<file path="src/tmq_pkg.sv">
// ----------------------------------------------------------------------------
// tmq_pkg: shared types and constants for the tree maze q-learning step
// Node and Q value types, channel payloads, register indexes, reset values and
// the command and status bundles between controller and datapath.
// ----------------------------------------------------------------------------
package tmq_pkg;

    // tree shape and field widths
    localparam int NODE_COUNT = 15;
    localparam int FIRST_LEAF = (NODE_COUNT - 1) / 2;
    localparam int NODE_W     = 4;
    localparam int Q_W        = 10;
    localparam int FRAC_W     = 8;
    localparam int CFG_IDX_W  = 3;
    localparam int CFG_VAL_W  = 10;

    typedef logic [NODE_W-1:0] t_node;
    typedef logic [Q_W-1:0]    t_q;

    typedef enum logic [0:0] {
        OP_LOAD = 1'b0,
        OP_STEP = 1'b1
    } t_op;

    typedef enum logic [CFG_IDX_W-1:0] {
        CFG_LEARN_RATE        = 3'd0,
        CFG_DISCOUNT          = 3'd1,
        CFG_EXPLORE_THRESHOLD = 3'd2,
        CFG_GOAL_NODE         = 3'd3,
        CFG_GOAL_REWARD       = 3'd4
    } t_cfg_index;

    // register reset values
    localparam logic [FRAC_W-1:0] RST_LEARN_RATE  = 8'd26;
    localparam logic [FRAC_W-1:0] RST_DISCOUNT    = 8'd230;
    localparam logic [FRAC_W:0]   RST_EXPLORE_THR = 9'd77;
    localparam t_node             RST_GOAL_NODE   = 4'd14;
    localparam t_q                RST_GOAL_REWARD = 10'd1000;

    typedef struct packed {
        t_op              op;
        t_node            load_index;
        t_q               load_value;
        logic [FRAC_W-1:0] explore_draw;
        logic             branch_draw;
    } t_in_item;

    typedef struct packed {
        t_node chosen_node;
        t_q    new_value;
        logic  explored;
        logic  episode_end;
    } t_out_item;

    typedef struct packed {
        logic [CFG_IDX_W-1:0] index;
        logic [CFG_VAL_W-1:0] value;
    } t_cfg_write;

    // controller to datapath
    typedef struct packed {
        logic accept;
        logic pick;
        logic fetch;
        logic mul;
        logic commit;
    } t_dp_cmd;

    // datapath to controller
    typedef struct packed {
        logic item_is_step;
        logic pos_bad;
    } t_dp_status;

endpackage

</file>
<file path="src/tmq_chan_if.sv">
// ----------------------------------------------------------------------------
// tmq_chan_if: valid/ready channel
// Carries one payload per transaction from a source to a sink.
// ----------------------------------------------------------------------------
interface tmq_chan_if #(
    parameter type t_payload = logic
) ();
    logic     valid;
    logic     ready;
    t_payload data;

    modport source (output valid, output data, input ready);
    modport sink (input valid, input data, output ready);
endinterface

</file>
<file path="src/tmq_controller.sv">
// ----------------------------------------------------------------------------
// tmq_controller: sequencer for load and step transactions
// Steps the datapath through pick, fetch, multiply and commit and owns the
// handshake of the input channel and the valid of the result register.
// ----------------------------------------------------------------------------
module tmq_controller (
    input  logic                i_clk,
    input  logic                i_rst_n,
    input  logic                i_item_valid,
    output logic                o_item_ready,
    output logic                o_out_valid,
    input  logic                i_out_ready,
    input  tmq_pkg::t_dp_status i_status,
    output tmq_pkg::t_dp_cmd    o_cmd
);

    typedef enum logic [4:0] {
        S_IDLE  = 5'b00001,
        S_PICK  = 5'b00010,
        S_FETCH = 5'b00100,
        S_MUL   = 5'b01000,
        S_FIN   = 5'b10000
    } t_state;

    t_state r_state;
    t_state n_state;
    logic   r_out_valid;
    logic   n_out_valid;
    logic   out_free;

    assign out_free = !r_out_valid || i_out_ready;

    always_comb begin
        n_state = r_state;
        o_cmd   = '0;
        unique case (r_state)
            S_IDLE: begin
                if (i_item_valid) begin
                    o_cmd.accept = 1'b1;
                    n_state = (i_status.item_is_step && !i_status.pos_bad) ? S_PICK : S_FIN;
                end
            end
            S_PICK: begin
                o_cmd.pick = 1'b1;
                n_state    = S_FETCH;
            end
            S_FETCH: begin
                o_cmd.fetch = 1'b1;
                n_state     = S_MUL;
            end
            S_MUL: begin
                o_cmd.mul = 1'b1;
                n_state   = S_FIN;
            end
            S_FIN: begin
                if (out_free) begin
                    o_cmd.commit = 1'b1;
                    n_state      = S_IDLE;
                end
            end
            default: n_state = S_IDLE;
        endcase
    end

    always_comb begin
        if (o_cmd.commit) begin
            n_out_valid = 1'b1;
        end else if (i_out_ready) begin
            n_out_valid = 1'b0;
        end else begin
            n_out_valid = r_out_valid;
        end
    end

    always_ff @(posedge i_clk) begin
        if (!i_rst_n) begin
            r_state     <= S_IDLE;
            r_out_valid <= 1'b0;
        end else begin
            r_state     <= n_state;
            r_out_valid <= n_out_valid;
        end
    end

    assign o_item_ready = (r_state == S_IDLE);
    assign o_out_valid  = r_out_valid;

endmodule

</file>
<file path="src/tmq_datapath.sv">
// ----------------------------------------------------------------------------
// tmq_datapath: q table, registers and update arithmetic
// Holds the q table with two read ports, the position, the configuration
// registers, the fixed-point update pipeline and the result register.
// ----------------------------------------------------------------------------
module tmq_datapath (
    input  logic                i_clk,
    input  logic                i_rst_n,
    input  logic                i_cfg_valid,
    input  tmq_pkg::t_cfg_write i_cfg_data,
    input  tmq_pkg::t_in_item   i_item_data,
    input  tmq_pkg::t_dp_cmd    i_cmd,
    output tmq_pkg::t_dp_status o_status,
    output tmq_pkg::t_out_item  o_result_data
);

    localparam int IDX_W   = tmq_pkg::NODE_W + 1;
    localparam int RATE_W  = tmq_pkg::FRAC_W + 1;
    localparam int AG_W    = 2 * tmq_pkg::FRAC_W;
    localparam int P1_W    = tmq_pkg::Q_W + RATE_W;
    localparam int P2_W    = AG_W + tmq_pkg::Q_W;
    localparam int SUM_W   = P2_W + 2;
    localparam int GSUM_W  = P1_W + 1;

    // child index, root when the child lies outside the tree
    function automatic tmq_pkg::t_node child_of(input tmq_pkg::t_node node,
                                                input logic right);
        logic [IDX_W-1:0] idx;
        idx = {node, 1'b0} + (right ? IDX_W'(2) : IDX_W'(1));
        child_of = (idx < IDX_W'(tmq_pkg::NODE_COUNT)) ? idx[tmq_pkg::NODE_W-1:0] : '0;
    endfunction

    // configuration registers
    logic [tmq_pkg::FRAC_W-1:0] r_learn_rate;
    logic [tmq_pkg::FRAC_W-1:0] r_discount;
    logic [tmq_pkg::FRAC_W:0]   r_explore_thr;
    tmq_pkg::t_node             r_goal_node;
    tmq_pkg::t_q                r_goal_reward;

    always_ff @(posedge i_clk) begin
        if (!i_rst_n) begin
            r_learn_rate  <= tmq_pkg::RST_LEARN_RATE;
            r_discount    <= tmq_pkg::RST_DISCOUNT;
            r_explore_thr <= tmq_pkg::RST_EXPLORE_THR;
            r_goal_node   <= tmq_pkg::RST_GOAL_NODE;
            r_goal_reward <= tmq_pkg::RST_GOAL_REWARD;
        end else if (i_cfg_valid) begin
            unique case (i_cfg_data.index)
                tmq_pkg::CFG_LEARN_RATE:
                    r_learn_rate <= i_cfg_data.value[tmq_pkg::FRAC_W-1:0];
                tmq_pkg::CFG_DISCOUNT:
                    r_discount <= i_cfg_data.value[tmq_pkg::FRAC_W-1:0];
                tmq_pkg::CFG_EXPLORE_THRESHOLD:
                    r_explore_thr <= i_cfg_data.value[tmq_pkg::FRAC_W:0];
                tmq_pkg::CFG_GOAL_NODE:
                    r_goal_node <= i_cfg_data.value[tmq_pkg::NODE_W-1:0];
                tmq_pkg::CFG_GOAL_REWARD:
                    r_goal_reward <= i_cfg_data.value[tmq_pkg::Q_W-1:0];
                default: ;
            endcase
        end
    end

    // latched transaction
    tmq_pkg::t_op               r_op;
    tmq_pkg::t_node             r_load_index;
    tmq_pkg::t_q                r_load_value;
    logic [tmq_pkg::FRAC_W-1:0] r_explore_draw;
    logic                       r_branch_draw;
    logic                       r_bad;

    // step pipeline
    tmq_pkg::t_node             r_pos;
    tmq_pkg::t_node             r_node;
    logic                       r_explored;
    logic [AG_W-1:0]            r_ag;
    tmq_pkg::t_q                r_q;
    tmq_pkg::t_q                r_qc;
    logic [P1_W-1:0]            r_p1;
    logic [P2_W-1:0]            r_p2;
    logic                       r_goal_hit;
    tmq_pkg::t_out_item         r_out;

    // q table
    tmq_pkg::t_q                mem [tmq_pkg::NODE_COUNT];
    logic [tmq_pkg::NODE_COUNT-1:0] r_vld;
    tmq_pkg::t_q                r_rd_a;
    tmq_pkg::t_q                r_rd_b;
    logic                       r_rd_a_vld;
    logic                       r_rd_b_vld;
    tmq_pkg::t_node             rd_a_addr;
    tmq_pkg::t_node             rd_b_addr;
    logic                       wr_en;
    tmq_pkg::t_node             wr_addr;
    tmq_pkg::t_q                wr_data;

    tmq_pkg::t_q                q_a;
    tmq_pkg::t_q                q_b;
    tmq_pkg::t_node             left_node;
    tmq_pkg::t_node             right_node;
    logic                       explore;
    tmq_pkg::t_node             pick_node;
    tmq_pkg::t_q                qmax;
    logic                       node_inner;
    logic                       goal_hit;
    logic [RATE_W-1:0]          keep_rate;
    logic [AG_W-1:0]            mul_a;
    tmq_pkg::t_q                mul_b;
    logic [SUM_W-1:0]           sum_inner;
    logic [GSUM_W-1:0]          sum_goal;
    tmq_pkg::t_q                step_value;
    logic                       load_ok;
    logic                       is_load;

    // unwritten entries read as zero
    assign q_a = r_rd_a_vld ? r_rd_a : '0;
    assign q_b = r_rd_b_vld ? r_rd_b : '0;

    // choose the child: random when exploring, else greedy with ties to the right
    assign left_node  = child_of(r_pos, 1'b0);
    assign right_node = child_of(r_pos, 1'b1);
    assign explore    = {1'b0, r_explore_draw} < r_explore_thr;
    always_comb begin
        if (explore) begin
            pick_node = r_branch_draw ? right_node : left_node;
        end else begin
            pick_node = (q_a > q_b) ? left_node : right_node;
        end
    end

    always_comb begin
        rd_a_addr = left_node;
        rd_b_addr = right_node;
        if (i_cmd.pick) begin
            rd_a_addr = pick_node;
            rd_b_addr = child_of(pick_node, 1'b0);
        end else if (i_cmd.fetch) begin
            rd_a_addr = r_node;
            rd_b_addr = child_of(r_node, 1'b1);
        end
    end

    assign node_inner = r_node < tmq_pkg::NODE_W'(tmq_pkg::FIRST_LEAF);
    assign goal_hit   = !node_inner && (r_node == r_goal_node);
    assign qmax       = (r_qc > q_b) ? r_qc : q_b;
    assign keep_rate  = RATE_W'(1 << tmq_pkg::FRAC_W) - {1'b0, r_learn_rate};

    // one shared multiplier: alpha*reward at the goal leaf, alpha*gamma*qmax otherwise
    assign mul_a = goal_hit ? AG_W'(r_learn_rate) : r_ag;
    assign mul_b = goal_hit ? r_goal_reward : qmax;

    assign sum_inner  = {1'b0, r_p1, {tmq_pkg::FRAC_W{1'b0}}} + SUM_W'(r_p2);
    assign sum_goal   = GSUM_W'(r_p1) + GSUM_W'(r_p2);
    always_comb begin
        if (node_inner) begin
            step_value = sum_inner[2*tmq_pkg::FRAC_W +: tmq_pkg::Q_W];
        end else if (r_goal_hit) begin
            step_value = sum_goal[tmq_pkg::FRAC_W +: tmq_pkg::Q_W];
        end else begin
            step_value = r_q;
        end
    end

    assign is_load = (r_op == tmq_pkg::OP_LOAD);
    assign load_ok = r_load_index < tmq_pkg::NODE_W'(tmq_pkg::NODE_COUNT);
    assign wr_en   = i_cmd.commit && (is_load ? load_ok : !r_bad);
    assign wr_addr = is_load ? r_load_index : r_node;
    assign wr_data = is_load ? r_load_value : step_value;

    always_ff @(posedge i_clk) begin
        r_rd_a     <= mem[rd_a_addr];
        r_rd_b     <= mem[rd_b_addr];
        r_rd_a_vld <= r_vld[rd_a_addr];
        r_rd_b_vld <= r_vld[rd_b_addr];
        if (wr_en) begin
            mem[wr_addr] <= wr_data;
        end
    end

    always_ff @(posedge i_clk) begin
        if (!i_rst_n) begin
            r_vld <= '0;
            r_pos <= '0;
        end else if (i_cmd.commit) begin
            if (wr_en) begin
                r_vld[wr_addr] <= 1'b1;
            end
            if (!is_load) begin
                r_pos <= (r_bad || !node_inner) ? '0 : r_node;
            end
        end
    end

    always_ff @(posedge i_clk) begin
        if (i_cmd.accept) begin
            r_op           <= i_item_data.op;
            r_load_index   <= i_item_data.load_index;
            r_load_value   <= i_item_data.load_value;
            r_explore_draw <= i_item_data.explore_draw;
            r_branch_draw  <= i_item_data.branch_draw;
            r_bad          <= o_status.pos_bad;
        end
        if (i_cmd.pick) begin
            r_node     <= pick_node;
            r_explored <= explore;
            r_ag       <= AG_W'(r_learn_rate) * AG_W'(r_discount);
        end
        if (i_cmd.fetch) begin
            r_q  <= q_a;
            r_qc <= q_b;
        end
        if (i_cmd.mul) begin
            r_p1       <= P1_W'(r_q) * P1_W'(keep_rate);
            r_p2       <= P2_W'(mul_a) * P2_W'(mul_b);
            r_goal_hit <= goal_hit;
        end
        if (i_cmd.commit) begin
            if (is_load) begin
                r_out.chosen_node <= r_load_index;
                r_out.new_value   <= load_ok ? r_load_value : '0;
                r_out.explored    <= 1'b0;
                r_out.episode_end <= 1'b0;
            end else if (r_bad) begin
                r_out.chosen_node <= '0;
                r_out.new_value   <= '0;
                r_out.explored    <= 1'b0;
                r_out.episode_end <= 1'b1;
            end else begin
                r_out.chosen_node <= r_node;
                r_out.new_value   <= step_value;
                r_out.explored    <= r_explored;
                r_out.episode_end <= !node_inner;
            end
        end
    end

    assign o_status.item_is_step = (i_item_data.op == tmq_pkg::OP_STEP);
    assign o_status.pos_bad      = r_pos >= tmq_pkg::NODE_W'(tmq_pkg::FIRST_LEAF);
    assign o_result_data         = r_out;

endmodule

</file>
<file path="src/tree_maze_q_learning_step.sv">
// ----------------------------------------------------------------------------
// tree_maze_q_learning_step: tabular q-learning step engine on a binary tree
// Epsilon-greedy child choice and fixed-point q update on a 15-node tree.
// ----------------------------------------------------------------------------
// A load transaction writes one q entry and goes from acceptance straight to
// its commit into the result register; a step transaction first passes
// through the pick, fetch and multiply states. No new transaction is taken
// until the last one has been committed. The length of a step is set by
// the q table's two read ports (the two children of the position, then the
// chosen node and its two children over two more reads) and by the two
// dependent multiplies of the update (alpha*gamma, then times the larger
// child q). The result sits in an output
// register, so the next transaction is taken as soon as a result has been
// committed even while that result waits for o_result.ready; a commit waits
// only while the register still holds an untaken result. Configuration writes
// are always ready and take effect on the next cycle. The q table resets to
// all zero through per-entry valid bits, so no clearing pass follows reset.
// ----------------------------------------------------------------------------
module tree_maze_q_learning_step (
    input  logic        i_clk,
    input  logic        i_rst_n,
    tmq_chan_if.sink    i_item,
    tmq_chan_if.source  o_result,
    tmq_chan_if.sink    i_cfg
);

    tmq_pkg::t_dp_cmd    dp_cmd;
    tmq_pkg::t_dp_status dp_status;
    tmq_pkg::t_out_item  dp_result;
    logic                out_valid;
    logic                item_ready;

    // register writes never stall
    assign i_cfg.ready = 1'b1;

    // sequencer: one transaction in flight, result register handshake
    tmq_controller u_ctrl (
        .i_clk        (i_clk),
        .i_rst_n      (i_rst_n),
        .i_item_valid (i_item.valid),
        .o_item_ready (item_ready),
        .o_out_valid  (out_valid),
        .i_out_ready  (o_result.ready),
        .i_status     (dp_status),
        .o_cmd        (dp_cmd)
    );

    // q table, position, registers and update arithmetic
    tmq_datapath u_dp (
        .i_clk         (i_clk),
        .i_rst_n       (i_rst_n),
        .i_cfg_valid   (i_cfg.valid),
        .i_cfg_data    (i_cfg.data),
        .i_item_data   (i_item.data),
        .i_cmd         (dp_cmd),
        .o_status      (dp_status),
        .o_result_data (dp_result)
    );

    assign i_item.ready   = item_ready;
    assign o_result.valid = out_valid;
    assign o_result.data  = dp_result;

    // the sequencer drives at most one datapath command per cycle
    a_cmd_onehot: assert property (@(posedge i_clk) disable iff (!i_rst_n)
        $onehot0(dp_cmd))
        else $error("more than one datapath command active");

    // the position never leaves the inner nodes
    a_pos_inner: assert property (@(posedge i_clk) disable iff (!i_rst_n)
        !dp_status.pos_bad)
        else $error("position left the inner nodes");

    // a commit never overwrites a result that has not been taken
    a_commit_free: assert property (@(posedge i_clk) disable iff (!i_rst_n)
        dp_cmd.commit |-> (!o_result.valid || o_result.ready))
        else $error("result register overwritten");

    // after a transaction is accepted the block is not ready in the next cycle
    a_busy_after_accept: assert property (@(posedge i_clk) disable iff (!i_rst_n)
        (i_item.valid && i_item.ready) |=> !i_item.ready)
        else $error("transaction accepted while another is in flight");

endmodule

</file>
<file path="src/flat_wrapper.sv">
// flat-port wrapper written by rule: the top's interface ports become plain ports
module tree_maze_q_learning_step_flat 
  (i_clk, i_rst_n, i_item_valid, i_item_data, i_item_ready, o_result_valid, o_result_data, o_result_ready, i_cfg_valid, i_cfg_data, i_cfg_ready);
  tmq_chan_if #(.t_payload(tmq_pkg::t_in_item)) i_item_i ();
  tmq_chan_if #(.t_payload(tmq_pkg::t_out_item)) o_result_i ();
  tmq_chan_if #(.t_payload(tmq_pkg::t_cfg_write)) i_cfg_i ();
  input  logic i_clk;
  input  logic i_rst_n;
  input wire logic [$bits(i_item_i.valid)-1:0] i_item_valid;
  input wire logic [$bits(i_item_i.data)-1:0] i_item_data;
  output wire logic [$bits(i_item_i.ready)-1:0] i_item_ready;
  output wire logic [$bits(o_result_i.valid)-1:0] o_result_valid;
  output wire logic [$bits(o_result_i.data)-1:0] o_result_data;
  input wire logic [$bits(o_result_i.ready)-1:0] o_result_ready;
  input wire logic [$bits(i_cfg_i.valid)-1:0] i_cfg_valid;
  input wire logic [$bits(i_cfg_i.data)-1:0] i_cfg_data;
  output wire logic [$bits(i_cfg_i.ready)-1:0] i_cfg_ready;
  assign i_item_i.valid = i_item_valid;
  assign i_item_i.data = i_item_data;
  assign i_item_ready = i_item_i.ready;
  assign o_result_valid = o_result_i.valid;
  assign o_result_data = o_result_i.data;
  assign o_result_i.ready = o_result_ready;
  assign i_cfg_i.valid = i_cfg_valid;
  assign i_cfg_i.data = i_cfg_data;
  assign i_cfg_ready = i_cfg_i.ready;
  tree_maze_q_learning_step u_core (.i_clk(i_clk), .i_rst_n(i_rst_n), .i_item(i_item_i), .o_result(o_result_i), .i_cfg(i_cfg_i));
endmodule
</file>
<file path="config.mk">
export PLATFORM = sky130hd
export DESIGN_NAME = tree_maze_q_learning_step_flat
export DESIGN_NICKNAME = d
export VERILOG_FILES = /design/src/tmq_pkg.sv /design/src/tmq_chan_if.sv /design/src/tmq_controller.sv /design/src/tmq_datapath.sv /design/src/tree_maze_q_learning_step.sv /design/src/flat_wrapper.sv
export SDC_FILE = /design/constraint.sdc
export NUM_CORES = 1
export LEC_CHECK = 0
export ABC_AREA = 1
export BUFFER_PORTS_ARGS = -buffer_cell sky130_fd_sc_hd__buf_2
export CAP_MARGIN = 15
export CORE_UTILIZATION = 40
export DETAILED_ROUTE_END_ITERATION = 10
export GPL_ROUTABILITY_DRIVEN = 0
export PLACE_DENSITY_LB_ADDON = 0.1
export SLEW_MARGIN = 20
export SYNTH_ARGS = -nofsm -noshare
export SYNTH_HDL_FRONTEND = slang
export SYNTH_SLANG_ARGS = --single-unit
export TNS_END_PERCENT = 5
</file>
<file path="constraint.sdc">
create_clock -name i_clk -period 16.8 [get_ports i_clk]
set_input_delay 1.68 -clock i_clk [delete_from_list [all_inputs] [get_ports i_clk]]
set_output_delay 1.68 -clock i_clk [all_outputs]
set_load 0.005 [all_outputs]
</file>
## Word level (Yosys, flattened, before mapping)

Memory sizes are Yosys's and may differ from the RTL's. A register that Yosys moved wholly into a read port is not among the register bits.
Cells that the tools add are included.

- $add $sub $neg: 7
- Multipliers: 3
- Magnitude comparators: 14
- Eq/ne operators: 12
- Mux-type cells: 46
- Bitwise gates (word level): 2
- Reductions and logical operators: 21

Operators with widths:

| kind | count |
|---|---|
| 10-bit two-way mux | 8 |
| 4-bit two-way mux | 13 |
| 16-bit two-way mux | 3 |
| 26-bit adder | 1 |
| 16-bit by 10-bit multiplier with 26-bit output | 1 |
| 5-bit one-hot mux with 5 select lines | 1 |
| 10-bit greater-than comparator | 2 |
| 5-bit by 4-bit less-than comparator with 1-bit output, second input constant | 4 |
| 18-bit adder | 1 |
| 10-bit by 9-bit multiplier with 18-bit output | 1 |
| 8-bit by 8-bit multiplier with 16-bit output | 1 |
| 2-bit AND reduction | 8 |
| 4-bit by 5-bit less-than comparator with 1-bit output, second input constant | 3 |
| 1-bit two-way mux | 15 |
| 5-bit two-way mux | 3 |
| 15-bit OR | 1 |
| 5-bit by 1-bit adder with 5-bit output, second input constant | 2 |
| 5-bit by 2-bit adder with 5-bit output, second input constant | 2 |
| 8-bit by 9-bit less-than comparator with 1-bit output | 1 |
| 9-bit by 8-bit subtractor with 9-bit output, first input constant | 1 |
| 1-bit binary-select mux with 4-bit select | 2 |
| 3-bit by 2-bit == test with 1-bit output, second input constant | 2 |
| 5-bit by 1-bit == test with 1-bit output, second input constant | 1 |
| 5-bit by 2-bit == test with 1-bit output, second input constant | 1 |
| 19 further kinds | 27 |

- Flip-flop bits (word level): 193
- Bits in writable memories: 150
- Input port bits: 42
- Output and inout bits: 19
- Logic and storage cells: 135
- Memories: 1

Memories:

| name | words | bits a word | rd ports | clocked after Yosys merged registers in | wr ports | line | text |
|---|---|---|---|---|---|---|---|
| u_core.u_dp.mem | 15 | 10 | 2 | 2 | 1 | tmq_datapath.sv:85 | `tmq_pkg::t_q mem [tmq_pkg::NODE_COUNT];` |

## Depth between registers and ports, before layout

Gate-level depths: netlist of run 1.

- Depth after elaboration: 11
- Mapped depth: 37
- Mapped depth without buffers: 35

## Modules after synthesis

Synthesis of run 1 repeated with hierarchy kept, for this count alone.

- Cell total of the unflattened synthesis: 3445
- Area total of the unflattened synthesis: 28212.1 µm²

Modules (own cells, without submodules):

| module | times used | cells an instance | area an instance (µm²) | sequential area each (µm²) |
|---|---|---|---|---|
| tmq_datapath | 1 | 3390 | 27870.5 | 9919.5 |
| tmq_controller | 1 | 53 | 330.3 | 120.1 |
| tree_maze_q_learning_step | 1 | 2 | 11.3 | 0.0 |

## Worst setup path before layout of run 1

Ideal clock, no wire load.

- Kind: register -> register
- Start point: reg u_core.u_dp.r_rd_b_vld
- End point: reg u_core.u_dp.r_p2[24], data pin
- Setup time: 0.262 ns
- Data arrival time: 6.365 ns
- Required time: 16.538 ns
- Slack: 10.173 ns
- Stages on the path, launching flop included: 35
- Path buffers: 3
- Clock period less this slack: 6.627 ns
- Path through: dfxtp_1 > clkbuf_1 > nand2_1 > ha_1 > nand2_1 > inv_1 > nand2_1 > a31o_2 > o2111ai_1 > nand2_1 > clkbuf_1 > nand2_1 > o211ai_1 > nand2_1 > clkbuf_1 > nand2_1 > fa_1 > inv_1 > fa_1 > inv_1 > fa_1 > fa_1 > fa_1 > inv_1 > ha_1 > nand2_1 > o21ai_0 > nand2_1 > o211ai_1 > a31oi_1 > o21ai_0 > nand3_1 > nand2_1 > a21oi_1 > xor2_1

- Cells in the longest elaborated chain, start to end: 5

RTL lines:

| what | line | text |
|---|---|---|
| from (decl) | tmq_datapath.sv:90 | `logic r_rd_b_vld;` |
| from (signal assigned) | tmq_datapath.sv:174 | `r_rd_b_vld <= r_vld[rd_b_addr];` |
| 10-bit two-way mux (*) | tmq_datapath.sv:117 | `assign q_b = r_rd_b_vld ? r_rd_b : '0;` |
| 10-bit greater-than comparator | tmq_datapath.sv:145 | `assign qmax = (r_qc > q_b) ? r_qc : q_b;` |
| 10-bit two-way mux (*) | tmq_datapath.sv:145 |  |
| 10-bit two-way mux (*) | tmq_datapath.sv:150 | `assign mul_b = goal_hit ? r_goal_reward : qmax;` |
| 16-bit by 10-bit multiplier with 26-bit output (*) | tmq_datapath.sv:214 | `r_p2 <= P2_W'(mul_a) * P2_W'(mul_b);` |
| to (signal assigned) | tmq_datapath.sv:214 |  |
| to (decl) | tmq_datapath.sv:80 | `logic [P2_W-1:0] r_p2;` |

Mark *: on every way between the ends. The rest lies on a longest branch, timed or not.
A chain may end at the register's enable or synchronous reset.

## Worst setup path after layout of run 1

- Start point: reg u_core.u_dp.r_node[0]
- End point: reg u_core.u_dp.r_p2[25], data pin

- Cells in the longest elaborated chain, start to end: 5
- Elaborated cells on any way between the ends: 7
- Classes of those cells: mul (1); order compare (1); eq/ne (1); mux (2); reduce/logical (2)

RTL lines:

| what | line | text |
|---|---|---|
| from (decl) | tmq_datapath.sv:74 | `tmq_pkg::t_node r_node;` |
| from (signal assigned) | tmq_datapath.sv:204 | `r_node <= pick_node;` |
| 4-bit by 3-bit less-than comparator with 1-bit output | tmq_datapath.sv:143 | `assign node_inner = r_node < tmq_pkg::NODE_W'(tmq_pkg::FIRST_LEAF);` |
| 1-bit logical NOT | tmq_datapath.sv:144 | `assign goal_hit = !node_inner && (r_node == r_goal_node);` |
| 1-bit logical AND (*) | tmq_datapath.sv:144 |  |
| 16-bit two-way mux / 10-bit two-way mux (equally long branches) | tmq_datapath.sv:149, tmq_datapath.sv:150 |  |
| 16-bit by 10-bit multiplier with 26-bit output (*) | tmq_datapath.sv:214 |  |

Marked as above.

==> results of run 1 <==
-- worst paths after layout --
check / from / endpoint / slack (ns) / depth (start not counted)
setup reg to reg: u_core.u_dp.r_node[0]$_DFFE_PP_ / u_core.u_dp.r_p2[25]$_DFFE_PP_ / 8.37 / 30
hold / removal: u_core.u_dp.r_explore_thr[8]$_SDFFE_PN0P_ / u_core.u_dp.r_explore_thr[8]$_SDFFE_PN0P_ / 0.46 / 2
hold reg to reg: u_core.u_dp.r_explore_thr[8]$_SDFFE_PN0P_ / u_core.u_dp.r_explore_thr[8]$_SDFFE_PN0P_ / 0.46 / 2
setup / recovery: u_core.u_dp.r_node[0]$_DFFE_PP_ / u_core.u_dp.r_p2[25]$_DFFE_PP_ / 8.37 / 30
-- kinds of logic (layout without fill, tap and decap cells) --
family,count (synthesis),in the layout
compound gates,368,368
xor+xnor,62,62
fa+ha+maj,398,398
buf+inv,668,722
flops,363,363
other cells,1,1
simple gates,1509,1509
-- worst max-delay path: cells and delay by family (launching register included) --
family / cells / cell delay [ns]
AO/OA/AOI/OAI: 6 / 1.51
XOR/XNOR: 1 / 0.12
adder cells (fa/ha/maj): 7 / 2.81
buffers and inverters: 6 / 0.98
flip-flops: 1 / 0.50
AND/OR/NAND/NOR: 10 / 2.21
-- sequential cells by signal, summed over array words and instances, names as in the netlist, 9 cells and up --
signal                     flops
u_core.u_dp.r_rd_a            10
u_core.u_dp.r_p2              26
u_core.u_dp.r_load_value      10
u_core.u_dp.r_qc              10
u_core.u_dp.r_rd_b            10
u_core.u_dp.r_p1              18
u_core.u_dp.r_ag              16
u_core.u_dp.mem              150
u_core.u_dp.r_vld             15
u_core.u_dp.r_q               10
u_core.u_dp.r_goal_reward     10
u_core.u_dp.r_explore_thr      9
u_core.u_dp.o_result_data     16
-- power groups by stage --
stage | Sequential, mW | Combinational (mW) | Clock (mW)
after global placement | 1.09 | 1.16 | 0
after floorplan | 1.08 | 0.844 | 0
after detailed placement | 1.09 | 1.17 | 0
after CTS | 1.07 | 1.18 | 0.989
final | 1.07 | 1.18 | 0.971
after global routing | 1.07 | 1.34 | 1.02
-- layer usage --
metal | GRT usage, % | part of all wire (%) | vias to the layer above
met5 | 0 | 0 | -
met2 | 36.6 | 44 | 742
met4 | 6.65 | 2.4 | 0
li1 | - | - | 10800
met3 | 4.77 | 7.3 | 135
met1 | 33.4 | 47 | 11000
-- cell type report --
cell class                 count  area [µm²]
clock buffer                  68        1250
clock inverter                15         208
fill                        6767       38300
inverter                     546        2050
multi-input combinational   2338       15500
sequential                   363       10000
tap                          931        1160
timing repair buffer          93         551
-- placed cells by master (no fill, tap or decap), types with 5 or more instances in the layout --
| master | instances |
|---|---|
| sky130_fd_sc_hd__o21bai_1 | 6 |
| sky130_fd_sc_hd__nand3_1 | 211 |
| sky130_fd_sc_hd__nand2_2 | 5 |
| sky130_fd_sc_hd__edfxtp_1 | 277 |
| sky130_fd_sc_hd__a31oi_1 | 6 |
| sky130_fd_sc_hd__nor2_1 | 235 |
| sky130_fd_sc_hd__o21ai_1 | 8 |
| sky130_fd_sc_hd__buf_4 | 34 |
| sky130_fd_sc_hd__dfxtp_1 | 86 |
| sky130_fd_sc_hd__or2_2 | 15 |
| sky130_fd_sc_hd__clkinv_1 | 11 |
| sky130_fd_sc_hd__inv_1 | 530 |
| sky130_fd_sc_hd__nand3b_1 | 42 |
| sky130_fd_sc_hd__xnor2_1 | 21 |
| sky130_fd_sc_hd__o21ai_0 | 122 |
| sky130_fd_sc_hd__nand4_1 | 11 |
| sky130_fd_sc_hd__inv_2 | 8 |
| sky130_fd_sc_hd__nor3_1 | 17 |
| sky130_fd_sc_hd__fa_1 | 202 |
| sky130_fd_sc_hd__clkbuf_1 | 19 |
| sky130_fd_sc_hd__buf_2 | 59 |
| sky130_fd_sc_hd__a21oi_1 | 132 |
| sky130_fd_sc_hd__xor2_1 | 41 |
| sky130_fd_sc_hd__o21a_1 | 5 |
| sky130_fd_sc_hd__o22ai_1 | 8 |
| sky130_fd_sc_hd__nand2_1 | 956 |
| sky130_fd_sc_hd__ha_1 | 196 |
| sky130_fd_sc_hd__clkbuf_16 | 45 |
| sky130_fd_sc_hd__o211ai_1 | 52 |
==> qor.yml, run 1 <==
cts_repair_resize_count: 0
final_core_utilization_pct: 44.5
ctsHtreeMaxLevel: 2
post_synth_mux_area_share_pct: 0
cp_slowest_stage_delay_ns: 0.64
final_slew_violations: 0
critPathCaptureType: "flip-flop"
synth.yosys.seq_area_share_pct: 35.7
detail_route.wirelength_um: 83900
p_clk_share_pct: 30.1
critical_path.slowest_cell: "sky130_fd_sc_hd__nand2_1"
place_area_um2: 29300
syn-num-nets: 3809
setup-violations-final: 0
ys_async_sr_fraction_pct: 0
antenna_left: 0
detail_route.first_pass.iterations: 6
fin_ws_ns: 8.37
post-route-period-util_pct: 50.2
cts.hold.buffers_added: 0
clockBufferDepth: 3
critical_path_required_ns: 17.11
post_synthesis_mean_instance_area_um2: 8.35
synthToLayoutAreaGrowth_pct: 9.24
cp_max_fo: 26
fin_crit_ns: 8.43
antenna-diode-count: 0
die_y_um: 267
power.internal_mw: 2.08
path_class: "flip-flop to flip-flop"
netlist_top_cells_area: "sky130_fd_sc_hd__edfxtp_1 (30%), sky130_fd_sc_hd__fa_1 (14%), sky130_fd_sc_hd__nand2_1 (13%)"
synth-compound-area-share_pct: 7.50
critPathLaunchType: "flip-flop"
clock_tree.root_cell: "sky130_fd_sc_hd__clkbuf_16"
place_ws_ns: 8.45
initialDrtViolationCount: 1731
dieArea_um2: 71400
first_global_vias: 22700
synth_simple_gate_area_share_pct: 22.2
row_count: 96
synth_ff_type: "sky130_fd_sc_hd__edfxtp_1"
synth_top_cell_area_share_pct: 29.6
synthXorXnorAreaFrac_pct: 1.93
placed_cells_incl_taps: 4271
tritoncts: "built"
final.setup.tns_ns: 0
tightestPinTransition_ns: 1.23
worst_ep_arrival_time_ns: 8.74
pwr-share-comb_pct: 36.7
routed_wire_length_per_instance_um: 19.3
synth.cells.most_frequent: "sky130_fd_sc_hd__nand2_1 (956), sky130_fd_sc_hd__inv_1 (531), sky130_fd_sc_hd__edfxtp_1 (277)"
antenna_found_initial: 4
post-synth-top-count-cell: "sky130_fd_sc_hd__nand2_1"
whs_ns: 0.458
outcome: "finished clean"
synth.ff_latch_count: 363
leakagePower_nw: 14.8
nNetsFinal: 3827
synth_edf_count: 277
synth_cells: 3369
dr_total_vias: 22700
die_width_um: 267
grt_max_degree: 69
fin_total_pwr_mw: 3.22
seqPwrFrac_pct: 33.2
ys_warn_count: 0
rsz0062_at_grt: "false"
synth_cell_types: 49
hpwlAfterDp_um: 61900
synth_fa_ha_area_share_pct: 23.1
irDropWorstVdd_mv: 0.121
cts_num_sinks: 363
cell_repeated_most_along_the_worst_path: "sky130_fd_sc_hd__nand2_1"
slew_headroom_pct: 17.1
detail_route.vias_per_cell: 5.21
synth_area_um2: 28100
numCtsBuffers: 45
initial_utilization_pct: 40.7
synth_top_family_by_area: "adder cells"
drv_cap: 0
hold_path.class: "flip-flop to flip-flop"
net_switching_power_mw: 1.15
global_route_wire_length_before_repair_um: 129000
post_cts.repair.setup_buffers: 0
clk_slew_on_worst_s_h_paths_ns: 0.06
switching_share_pct: 35.6
grt_overflow: 0
number_of_design_rule_violations_left_after_detail_routing: 0
core_outline_area_um2: 69100
worst_skew_pair.late_latency_ns: 0.60
maximum_clock_skew_at_final_layout_ns: 0.0390
port-buffer-count: 59
post-synth-top-area-cell: "sky130_fd_sc_hd__edfxtp_1"
top_level_ports: 61
groute.usage.overall_pct: 23.6
power.density_cell_area_nw_per_um2: 105
final-instance-count-excl-fill: 4354
post_route_cell_area_um2: 30700
final_hold_viol_count: 0
final_layout_size_suffix_gt1_share_pct: 5.99
max_freq_ghz: 0.119
Power figures use the tool's default switching activity.
==> run 2: changes to the inputs <==
--- a/config.mk
+++ b/config.mk
@@ -5,7 +5,7 @@
 export SDC_FILE = /design/constraint.sdc
 export NUM_CORES = 1
 export LEC_CHECK = 0
-export ABC_AREA = 1
+export ABC_AREA = 0
 export BUFFER_PORTS_ARGS = -buffer_cell sky130_fd_sc_hd__buf_2
 export CAP_MARGIN = 15
 export CORE_UTILIZATION = 40
==> constraint.sdc (replaced) <==
create_clock -name i_clk -period 8.1 [get_ports i_clk]
set_input_delay 0.81 -clock i_clk [delete_from_list [all_inputs] [get_ports i_clk]]
set_output_delay 0.81 -clock i_clk [all_outputs]
set_load 0.005 [all_outputs]
==> run 2 against run 1 <==
Area after synthesis down 3.7%. Count of clock-buffer cells in the layout fell by 3. Sequential cell count is the same. Worst hold slack worse by 0.063 ns. Global-route usage shrank 1.2 points. Non-clock buffer count is 25 higher. Power grew 72%. Sequential power grew 100%. Critical path depth increased by 2. Critical endpoint is now u_core.u_dp.r_p2[24]$_DFFE_PP_. Largest cell class unchanged.
==> qor.yml, run 2 <==
outcome: "finished clean"  # unchanged
tritoncts: "built"  # unchanged
detail_route.vias_per_cell: 5.39  # was 5.21
cts.hold.buffers_added: 0  # unchanged
largest_register_ffs: 150  # unchanged
synth_cells: 2610  # was 3369
max_freq_ghz: 0.131  # was 0.119 GHz
start_point_of_the_worst_min_delay_path: "i_item_data[20]"  # was u_core.u_dp.r_explore_thr[8]$_SDFFE_PN0P_
grt_overflow: 0  # unchanged
row_count: 95  # was 96
post-synth-top-area-cell: "sky130_fd_sc_hd__edfxtp_1"  # unchanged
detail_route.wirelength_um: 76000  # was 83900 µm
first_global_vias: 19600  # was 22700
min_delay_path_depth: 1  # was 2
final_hold_viol_count: 0  # unchanged
synth.yosys.seq_area_share_pct: 37.1  # was 35.7%
synth_top_cell_area_share_pct: 30.7  # was 29.6%
fin_ws_ns: 0.492  # was 8.37 ns
biggestRegsByFlops: "u_core.u_dp.mem x150, u_core.u_dp.r_p2 x26, u_core.u_dp.r_p1 x18"  # unchanged
final_cell_mix: "sky130_fd_sc_hd__nand2_1 (367), sky130_fd_sc_hd__edfxtp_1 (277), sky130_fd_sc_hd__inv_1 (269)"  # was sky130_fd_sc_hd__nand2_1 (956), sky130_fd_sc_hd__inv_1 (530), sky130_fd_sc_hd__edfxtp_1 (277)
antenna_left: 0  # unchanged
tightestPinTransition_ns: 1.13  # was 1.23 ns
numCtsBuffers: 45  # unchanged
synthToLayoutAreaGrowth_pct: 11.0  # was 9.24%
drv_cap: 0  # unchanged
clk_slew_on_worst_s_h_paths_ns: 0.06  # about the same
worst_ep_arrival_time_ns: 7.95  # was 8.74 ns
ctsHtreeMaxLevel: 2  # unchanged
post-route-period-util_pct: 93.9  # was 50.2%
critical_path.slowest_cell: "sky130_fd_sc_hd__fa_1"  # was sky130_fd_sc_hd__nand2_1
final_layout_size_suffix_gt1_share_pct: 9.81  # was 5.99%
netlist_top_cells_area: "sky130_fd_sc_hd__edfxtp_1 (31%), sky130_fd_sc_hd__fa_1 (15%), sky130_fd_sc_hd__ha_1 (9.1%)"  # was sky130_fd_sc_hd__edfxtp_1 (30%), sky130_fd_sc_hd__fa_1 (14%), sky130_fd_sc_hd__nand2_1 (13%)
die_width_um: 262  # was 267 µm
synth_ff_type: "sky130_fd_sc_hd__edfxtp_1"  # unchanged
synth_edf_count: 277  # unchanged
setup-violations-final: 0  # unchanged
number_of_design_rule_violations_left_after_detail_routing: 0  # unchanged
ys_warn_count: 0  # unchanged
critical_path.reg2reg.startpoint: "u_core.u_dp.r_rd_b_vld$_DFF_P_"  # was u_core.u_dp.r_node[0]$_DFFE_PP_
syn-num-nets: 3050  # was 3809
dieArea_um2: 68700  # was 71400 µm²
grt_max_degree: 64  # was 69
dr_total_vias: 19300  # was 22700
synth_area_um2: 27100  # was 28100 µm²
hold_path.class: "primary input to flip-flop"  # was flip-flop to flip-flop
grt-busiest-layer: "met2"  # unchanged
hpwlAfterDp_um: 56500  # was 61900 µm
irDropWorstVdd_mv: 0.156  # was 0.121 mV
power.density_cell_area_nw_per_um2: 184  # was 105 nW/µm²
worstRegToRegCells: 32  # was 30
die_y_um: 262  # was 267 µm
ys_async_sr_fraction_pct: 0  # unchanged
core_outline_area_um2: 67000  # was 69100 µm²
post_synthesis_mean_instance_area_um2: 10.4  # was 8.35 µm²
met3_usage_pct: 3.06  # was 4.77%
antenna_found_initial: 1  # was 4
initialDrtViolationCount: 1230  # was 1731
largest-register: "u_core.u_dp.mem"  # unchanged
most_common_cell_after_layout_fill_and_taps_aside: "sky130_fd_sc_hd__nand2_1"  # unchanged
placed_cells_incl_taps: 3499  # was 4271
maximum_clock_skew_at_final_layout_ns: 0.0291  # was 0.0390 ns
r2r_setup_slack_ns: 0.49  # was 8.37 ns
fill_cells: 6480  # was 6767
initial_utilization_pct: 40.4  # was 40.7%
final_core_utilization_pct: 44.9  # was 44.5%
synth_cell_types: 74  # was 49
final-instance-count-excl-fill: 3587  # was 4354
critPathCaptureType: "flip-flop"  # unchanged
critPathLaunchType: "flip-flop"  # unchanged
slew_headroom_pct: 24.4  # was 17.1%
global_route_wire_length_before_repair_um: 116000  # was 129000 µm
whs_ns: 0.396  # was 0.458 ns
synth.cells.most_frequent: "sky130_fd_sc_hd__nand2_1 (367), sky130_fd_sc_hd__edfxtp_1 (277), sky130_fd_sc_hd__inv_1 (269)"  # was sky130_fd_sc_hd__nand2_1 (956), sky130_fd_sc_hd__inv_1 (531), sky130_fd_sc_hd__edfxtp_1 (277)
path_class: "flip-flop to flip-flop"  # unchanged
final.setup.tns_ns: 0  # unchanged
grt_use_met2_pct: 39.5  # was 36.6%
clock_tree.root_cell: "sky130_fd_sc_hd__clkbuf_16"  # unchanged
leakagePower_nw: 12.6  # was 14.8 nW
top_level_ports: 61  # unchanged
port-buffer-count: 59  # unchanged
terminating_pin_of_the_worst_hold_path: "u_core.u_dp.r_load_index[1]$_DFFE_PP_"  # was u_core.u_dp.r_explore_thr[8]$_SDFFE_PN0P_
fin_crit_ns: 7.61  # was 8.43 ns
nNetsFinal: 3115  # was 3827
final_slew_violations: 0  # unchanged
cp_max_fo: 10  # was 26
place_ws_ns: 0.0150  # was 8.45 ns
critical_path_required_ns: 8.44  # was 17.11 ns
detail_route.first_pass.iterations: 8  # was 6
post-synth-top-count-cell: "sky130_fd_sc_hd__nand2_1"  # unchanged
cell_repeated_most_along_the_worst_path: "sky130_fd_sc_hd__fa_1"  # was sky130_fd_sc_hd__nand2_1
global_route.usage.met1_pct: 28.1  # was 33.4%
groute.usage.overall_pct: 22.4  # was 23.6%
clockBufferDepth: 3  # unchanged
synth.ff_latch_count: 363  # unchanged
cp_slowest_stage_delay_ns: 0.56  # was 0.64 ns
cts_num_sinks: 363  # unchanged
routed_wire_length_per_instance_um: 21.2  # was 19.3 µm
worst_skew_pair.late_latency_ns: 0.59  # was 0.60 ns
crit-reg2reg-capture: "u_core.u_dp.r_p2[24]$_DFFE_PP_"  # was u_core.u_dp.r_p2[25]$_DFFE_PP_
-- run 2: changes by cell type after synthesis, moves of 29 or more --
cell	change
sky130_fd_sc_hd__nand2_1	-589
sky130_fd_sc_hd__inv_1	-262
sky130_fd_sc_hd__mux2i_1	+192
sky130_fd_sc_hd__nand3_1	-150
sky130_fd_sc_hd__and2_1	+126
sky130_fd_sc_hd__o21ai_0	-78
sky130_fd_sc_hd__nor2_1	-76
sky130_fd_sc_hd__a21oi_1	-55
sky130_fd_sc_hd__o211ai_1	-44
sky130_fd_sc_hd__nand3b_1	-33
sky130_fd_sc_hd__buf_2	-29
-- run 2: worst max-delay path by stage --
stage                                      to  slack, ns  cells past startpoint                           start
2_1_floorplan  u_core.u_dp.r_p2[24]$_DFFE_PP_       0.69                     32  u_core.u_dp.r_rd_b_vld$_DFF_P_
3_3_place_gp   u_core.u_dp.r_p2[24]$_DFFE_PP_       0.14                     32  u_core.u_dp.r_rd_b_vld$_DFF_P_
3_5_place_dp   u_core.u_dp.r_p2[24]$_DFFE_PP_       0.02                     32  u_core.u_dp.r_rd_b_vld$_DFF_P_
4_1_cts        u_core.u_dp.r_p2[25]$_DFFE_PP_      0.004                     32  u_core.u_dp.r_rd_b_vld$_DFF_P_
5_1_grt        u_core.u_dp.r_p2[24]$_DFFE_PP_      -0.04                     30  u_core.u_dp.r_rd_b_vld$_DFF_P_
6_report       u_core.u_dp.r_p2[24]$_DFFE_PP_       0.49                     32  u_core.u_dp.r_rd_b_vld$_DFF_P_
-- run 2: logic make-up (layout without fill, tap and decap cells) --
logic type / Yosys count / in the layout / synth area share, %
flip-flops: 363 / 363 / 37.1
adder cells (fa/ha/maj): 398 / 398 / 24.0
XOR/XNOR: 72 / 72 / 2.33
AO/OA/AOI/OAI: 350 / 350 / 8.97
other: 1 / 3 / 0.0138
AND/OR/NAND/NOR: 852 / 852 / 14.6
buffers and inverters: 372 / 474 / 5.54
multiplexers: 202 / 202 / 7.51
-- run 2: repair_timing --
action	4_1_cts	5_1_grt
buffers inserted	0	2
pin swaps	0	1
gates resized for setup	1	13
endpoints found under the setup margin	1	5
cloned	0	0
-- run 2: metrics by stage --
stage	power [mW]	instance area, µm²
CTS	5.59	30000
detailed placement	3.62	28500
floorplan	3.27	27100
global placement	3.60	28500
global route	5.88	30100
finish	5.54	30100
-- run 2: final cells by class --
class / instances / area, µm² / area share (%)
diodes: 2 / 5.00 / 0.0166
clock buffers: 65 / 1260 / 4.19
clock inverters: 19 / 170 / 0.566
well taps: 873 / 1090 / 3.63
multi-input cells: 1875 / 15700 / 52.3
flip-flops and latches: 363 / 10000 / 33.4
repair buffers: 118 / 753 / 2.50
inverters: 272 / 1020 / 3.40
-- run 2: power breakdown --
part           internal, mW  switching [mW]  leakage, nW
Sequential             2.12          0.0238         3.19
Clock                  1.12           0.828        0.697
Combinational         0.621           0.819         8.69
-- run 2: worst max-delay path, delay by kind of cell, from the launching register on --
| kind | cells | cell delay (ns) |
|---|---|---|
| mux | 1 | 0.13 |
| flops | 1 | 0.41 |
| buf+inv | 5 | 0.41 |
| simple gates | 7 | 1.19 |
| fa+ha+maj | 7 | 3.08 |
| xor+xnor | 1 | 0.08 |
| compound gates | 11 | 2.06 |
-- run 2: routing by layer --
| metal | wire (µm) | part of all wire [%] |
|---|---|---|
| met5 | 13 | 0.017 |
| met2 | 38100 | 50 |
| met4 | 2520 | 3.3 |
| met3 | 3600 | 4.7 |
| met1 | 31700 | 42 |
==> run 3: changes to the inputs <==
--- a/config.mk
+++ b/config.mk
@@ -8,7 +8,7 @@
 export ABC_AREA = 0
 export BUFFER_PORTS_ARGS = -buffer_cell sky130_fd_sc_hd__buf_2
 export CAP_MARGIN = 15
-export CORE_UTILIZATION = 40
+export CORE_UTILIZATION = 45
 export DETAILED_ROUTE_END_ITERATION = 10
 export GPL_ROUTABILITY_DRIVEN = 0
 export PLACE_DENSITY_LB_ADDON = 0.1
==> run 3 against run 2 <==
The flow now finishes with violations (design-rule violations). Combinational power about the same. Worst hold slack worse by 0.0030 ns. Die area down 11%. Clock power up 4%. Sequential power about the same. Count of clock-buffer cells in the layout down 14. Global-route usage up 2.8 points. Clock skew down 0.0049 ns. Sequential share of layout area up 0.12 points. Register-to-register slack about the same. Cell count down 2.8%. Largest cell class unchanged.
==> qor.yml, run 3 (same netlist as run 2, synthesis figures left out) <==
outcome: "finished with violations"  # was finished clean
failed_checks: "design-rule violations"
routed_wire_length_per_instance_um: 21.7  # was 21.2 µm
final-instance-count-excl-fill: 3486  # was 3587
drv_cap: 0  # unchanged
grt_max_degree: 64  # unchanged
first_global_vias: 20000  # was 19600
critPathCaptureType: "flip-flop"  # unchanged
detail_route.first_pass.iterations: 9  # was 8
critPathLaunchType: "flip-flop"  # unchanged
start_point_of_the_worst_min_delay_path: "i_item_data[19]"  # was i_item_data[20]
detail_route.vias_per_cell: 5.57  # was 5.39
antenna_found_initial: 1  # unchanged
slew_headroom_pct: 27.5  # was 24.4%
whs_ns: 0.393  # was 0.396 ns
global_route_wire_length_before_repair_um: 117000  # was 116000 µm
groute.usage.overall_pct: 25.2  # was 22.4%
path_class: "flip-flop to flip-flop"  # unchanged
post_cts.repair.setup_buffers: 0  # unchanged
cell_repeated_most_along_the_worst_path: "sky130_fd_sc_hd__fa_1"  # unchanged
cp_max_fo: 10  # unchanged
fin_crit_ns: 7.61  # about the same
worstRegToRegCells: 32  # unchanged
min_delay_path_depth: 1  # unchanged
terminating_pin_of_the_worst_hold_path: "u_core.u_dp.r_load_index[0]$_DFFE_PP_"  # was u_core.u_dp.r_load_index[1]$_DFFE_PP_
placed_cells_incl_taps: 3405  # was 3499
worst_skew_pair.late_latency_ns: 0.60  # was 0.59 ns
number_of_design_rule_violations_left_after_detail_routing: 2  # was 0
biggestRegsByFlops: "u_core.u_dp.mem x150, u_core.u_dp.r_p2 x26, u_core.u_dp.r_p1 x18"  # unchanged
tightestPinTransition_ns: 1.08  # was 1.13 ns
critical_path.n_buffers_inverters: 5  # unchanged
numCtsBuffers: 43  # was 45
antenna-diode-count: 0  # was 2
cp_slowest_stage_delay_ns: 0.55  # was 0.56 ns
critical_path_required_ns: 8.44  # about the same
top_level_ports: 61  # unchanged
final_slew_violations: 0  # unchanged
post-route-period-util_pct: 94.0  # was 93.9%
grt_overflow: 0  # unchanged
max_freq_ghz: 0.131  # about the same
final_cell_mix: "sky130_fd_sc_hd__nand2_1 (367), sky130_fd_sc_hd__edfxtp_1 (277), sky130_fd_sc_hd__inv_1 (269)"  # unchanged
clk_slew_on_worst_s_h_paths_ns: 0.06  # about the same
leakagePower_nw: 12.6  # about the same
clockBufferDepth: 3  # unchanged
most_common_cell_after_layout_fill_and_taps_aside: "sky130_fd_sc_hd__nand2_1"  # unchanged
largest-register: "u_core.u_dp.mem"  # unchanged
detail_route.wirelength_um: 75500  # was 76000 µm
port-buffer-count: 59  # unchanged
initialDrtViolationCount: 1190  # was 1230
row_count: 89  # was 95
antenna_left: 0  # unchanged
worst_ep_arrival_time_ns: 7.95  # about the same
setup-violations-final: 0  # unchanged
tritoncts: "built"  # unchanged
rsz0062_at_grt: "true"
nNetsFinal: 3118  # was 3115
synthToLayoutAreaGrowth_pct: 10.7  # was 11.0%
critical_path.reg2reg.startpoint: "u_core.u_dp.r_rd_b_vld$_DFF_P_"  # unchanged
dr_total_vias: 19400  # was 19300
initial_utilization_pct: 45.7  # was 40.4%
cts_num_sinks: 363  # unchanged
fill_cells: 5395  # was 6480
place_area_um2: 28400  # was 28500 µm²
sequential_cell_area_um2: 10000  # unchanged
multi_input_area_um2: 15700  # about the same
critPathTopFamily: "adder cells"  # unchanged
cts.hold.buffers_added: 0  # unchanged
dieArea_um2: 61200  # was 68700 µm²
hpwlAfterDp_um: 56200  # was 56500 µm
power.density_cell_area_nw_per_um2: 188  # was 184 nW/µm²
die_width_um: 247  # was 262 µm
final_layout_size_suffix_gt1_share_pct: 9.88  # was 9.81%
final_hold_viol_count: 0  # unchanged
crit-reg2reg-capture: "u_core.u_dp.r_p2[24]$_DFFE_PP_"  # unchanged
irDropWorstVdd_mv: 0.164  # was 0.156 mV
maximum_clock_skew_at_final_layout_ns: 0.0242  # was 0.0291 ns
clock_tree.root_cell: "sky130_fd_sc_hd__clkbuf_16"  # unchanged
largest_register_ffs: 150  # unchanged
core_outline_area_um2: 59200  # was 67000 µm²
hold_path.class: "primary input to flip-flop"  # unchanged
r2r_setup_slack_ns: 0.49  # about the same
ctsHtreeMaxLevel: 2  # unchanged
die_y_um: 247  # was 262 µm
fin_total_pwr_mw: 5.64  # was 5.54 mW
post_route_cell_area_um2: 30000  # was 30100 µm²
critical_path.slowest_cell: "sky130_fd_sc_hd__fa_1"  # unchanged
## run 3: worst max path at each step
stage	cells after the start	slack, ns	startpoint	end
after CTS	32	0.13	u_core.u_dp.r_rd_b_vld$_DFF_P_	u_core.u_dp.r_p2[24]$_DFFE_PP_
after detailed placement	32	0.17	u_core.u_dp.r_rd_b_vld$_DFF_P_	u_core.u_dp.r_p2[24]$_DFFE_PP_
final	32	0.49	u_core.u_dp.r_rd_b_vld$_DFF_P_	u_core.u_dp.r_p2[24]$_DFFE_PP_
after floorplan	32	0.69	u_core.u_dp.r_rd_b_vld$_DFF_P_	u_core.u_dp.r_p2[24]$_DFFE_PP_
after global placement	32	0.17	u_core.u_dp.r_rd_b_vld$_DFF_P_	u_core.u_dp.r_p2[24]$_DFFE_PP_
after global routing	32	-0.06	u_core.u_dp.r_rd_b_vld$_DFF_P_	u_core.u_dp.r_p2[24]$_DFFE_PP_
## run 3: layout make-up
class / instances / area share, %
Multi-Input combinational cell: 1875 / 52.3
Inverter: 272 / 3.41
Clock inverter: 29 / 1.06
Sequential cell: 363 / 33.5
Tap cell: 773 / 3.23
Clock buffer: 51 / 3.83
Timing Repair Buffer: 123 / 2.65
## run 3: repair_timing
action | in CTS | in global routing
endpoints found under the setup margin | 0 | 5
gates resized for setup | 0 | 8
hold endpoints to repair | 0 | 0
## run 3: per-stage QoR
stage	setup TNS (ns)	util [%]	setup slack, ns
floorplan	0	-	0.690
global placement	0	48.0	0.171
detailed placement	0	48.0	0.172
CTS	0	50.5	0.131
global route	-0.0639	50.6	-0.0639
finish	0	50.6	0.488
## run 3: layer usage
| layer | track usage (%) | part of all wire [%] |
|---|---|---|
| met5 | 0 | 0.017 |
| met1 | 31.7 | 42 |
| met2 | 43.0 | 49 |
| met4 | 10.7 | 4.3 |
| met3 | 3.77 | 5.3 |
## run 3: worst reg2reg max path: cells and delay by family, from the launching register on
kind	cells	cell delay, ns
compound gates	13	2.45
xor+xnor	1	0.08
fa+ha+maj	7	3.07
buf+inv	5	0.43
flops	1	0.42
mux	1	0.09
simple gates	5	0.83
## run 3: where the power goes
group / internal, mW / switching (mW) / leakage (nW)
Clock: 1.19 / 0.842 / 0.712
Sequential: 2.12 / 0.0276 / 3.19
Combinational: 0.621 / 0.844 / 8.71
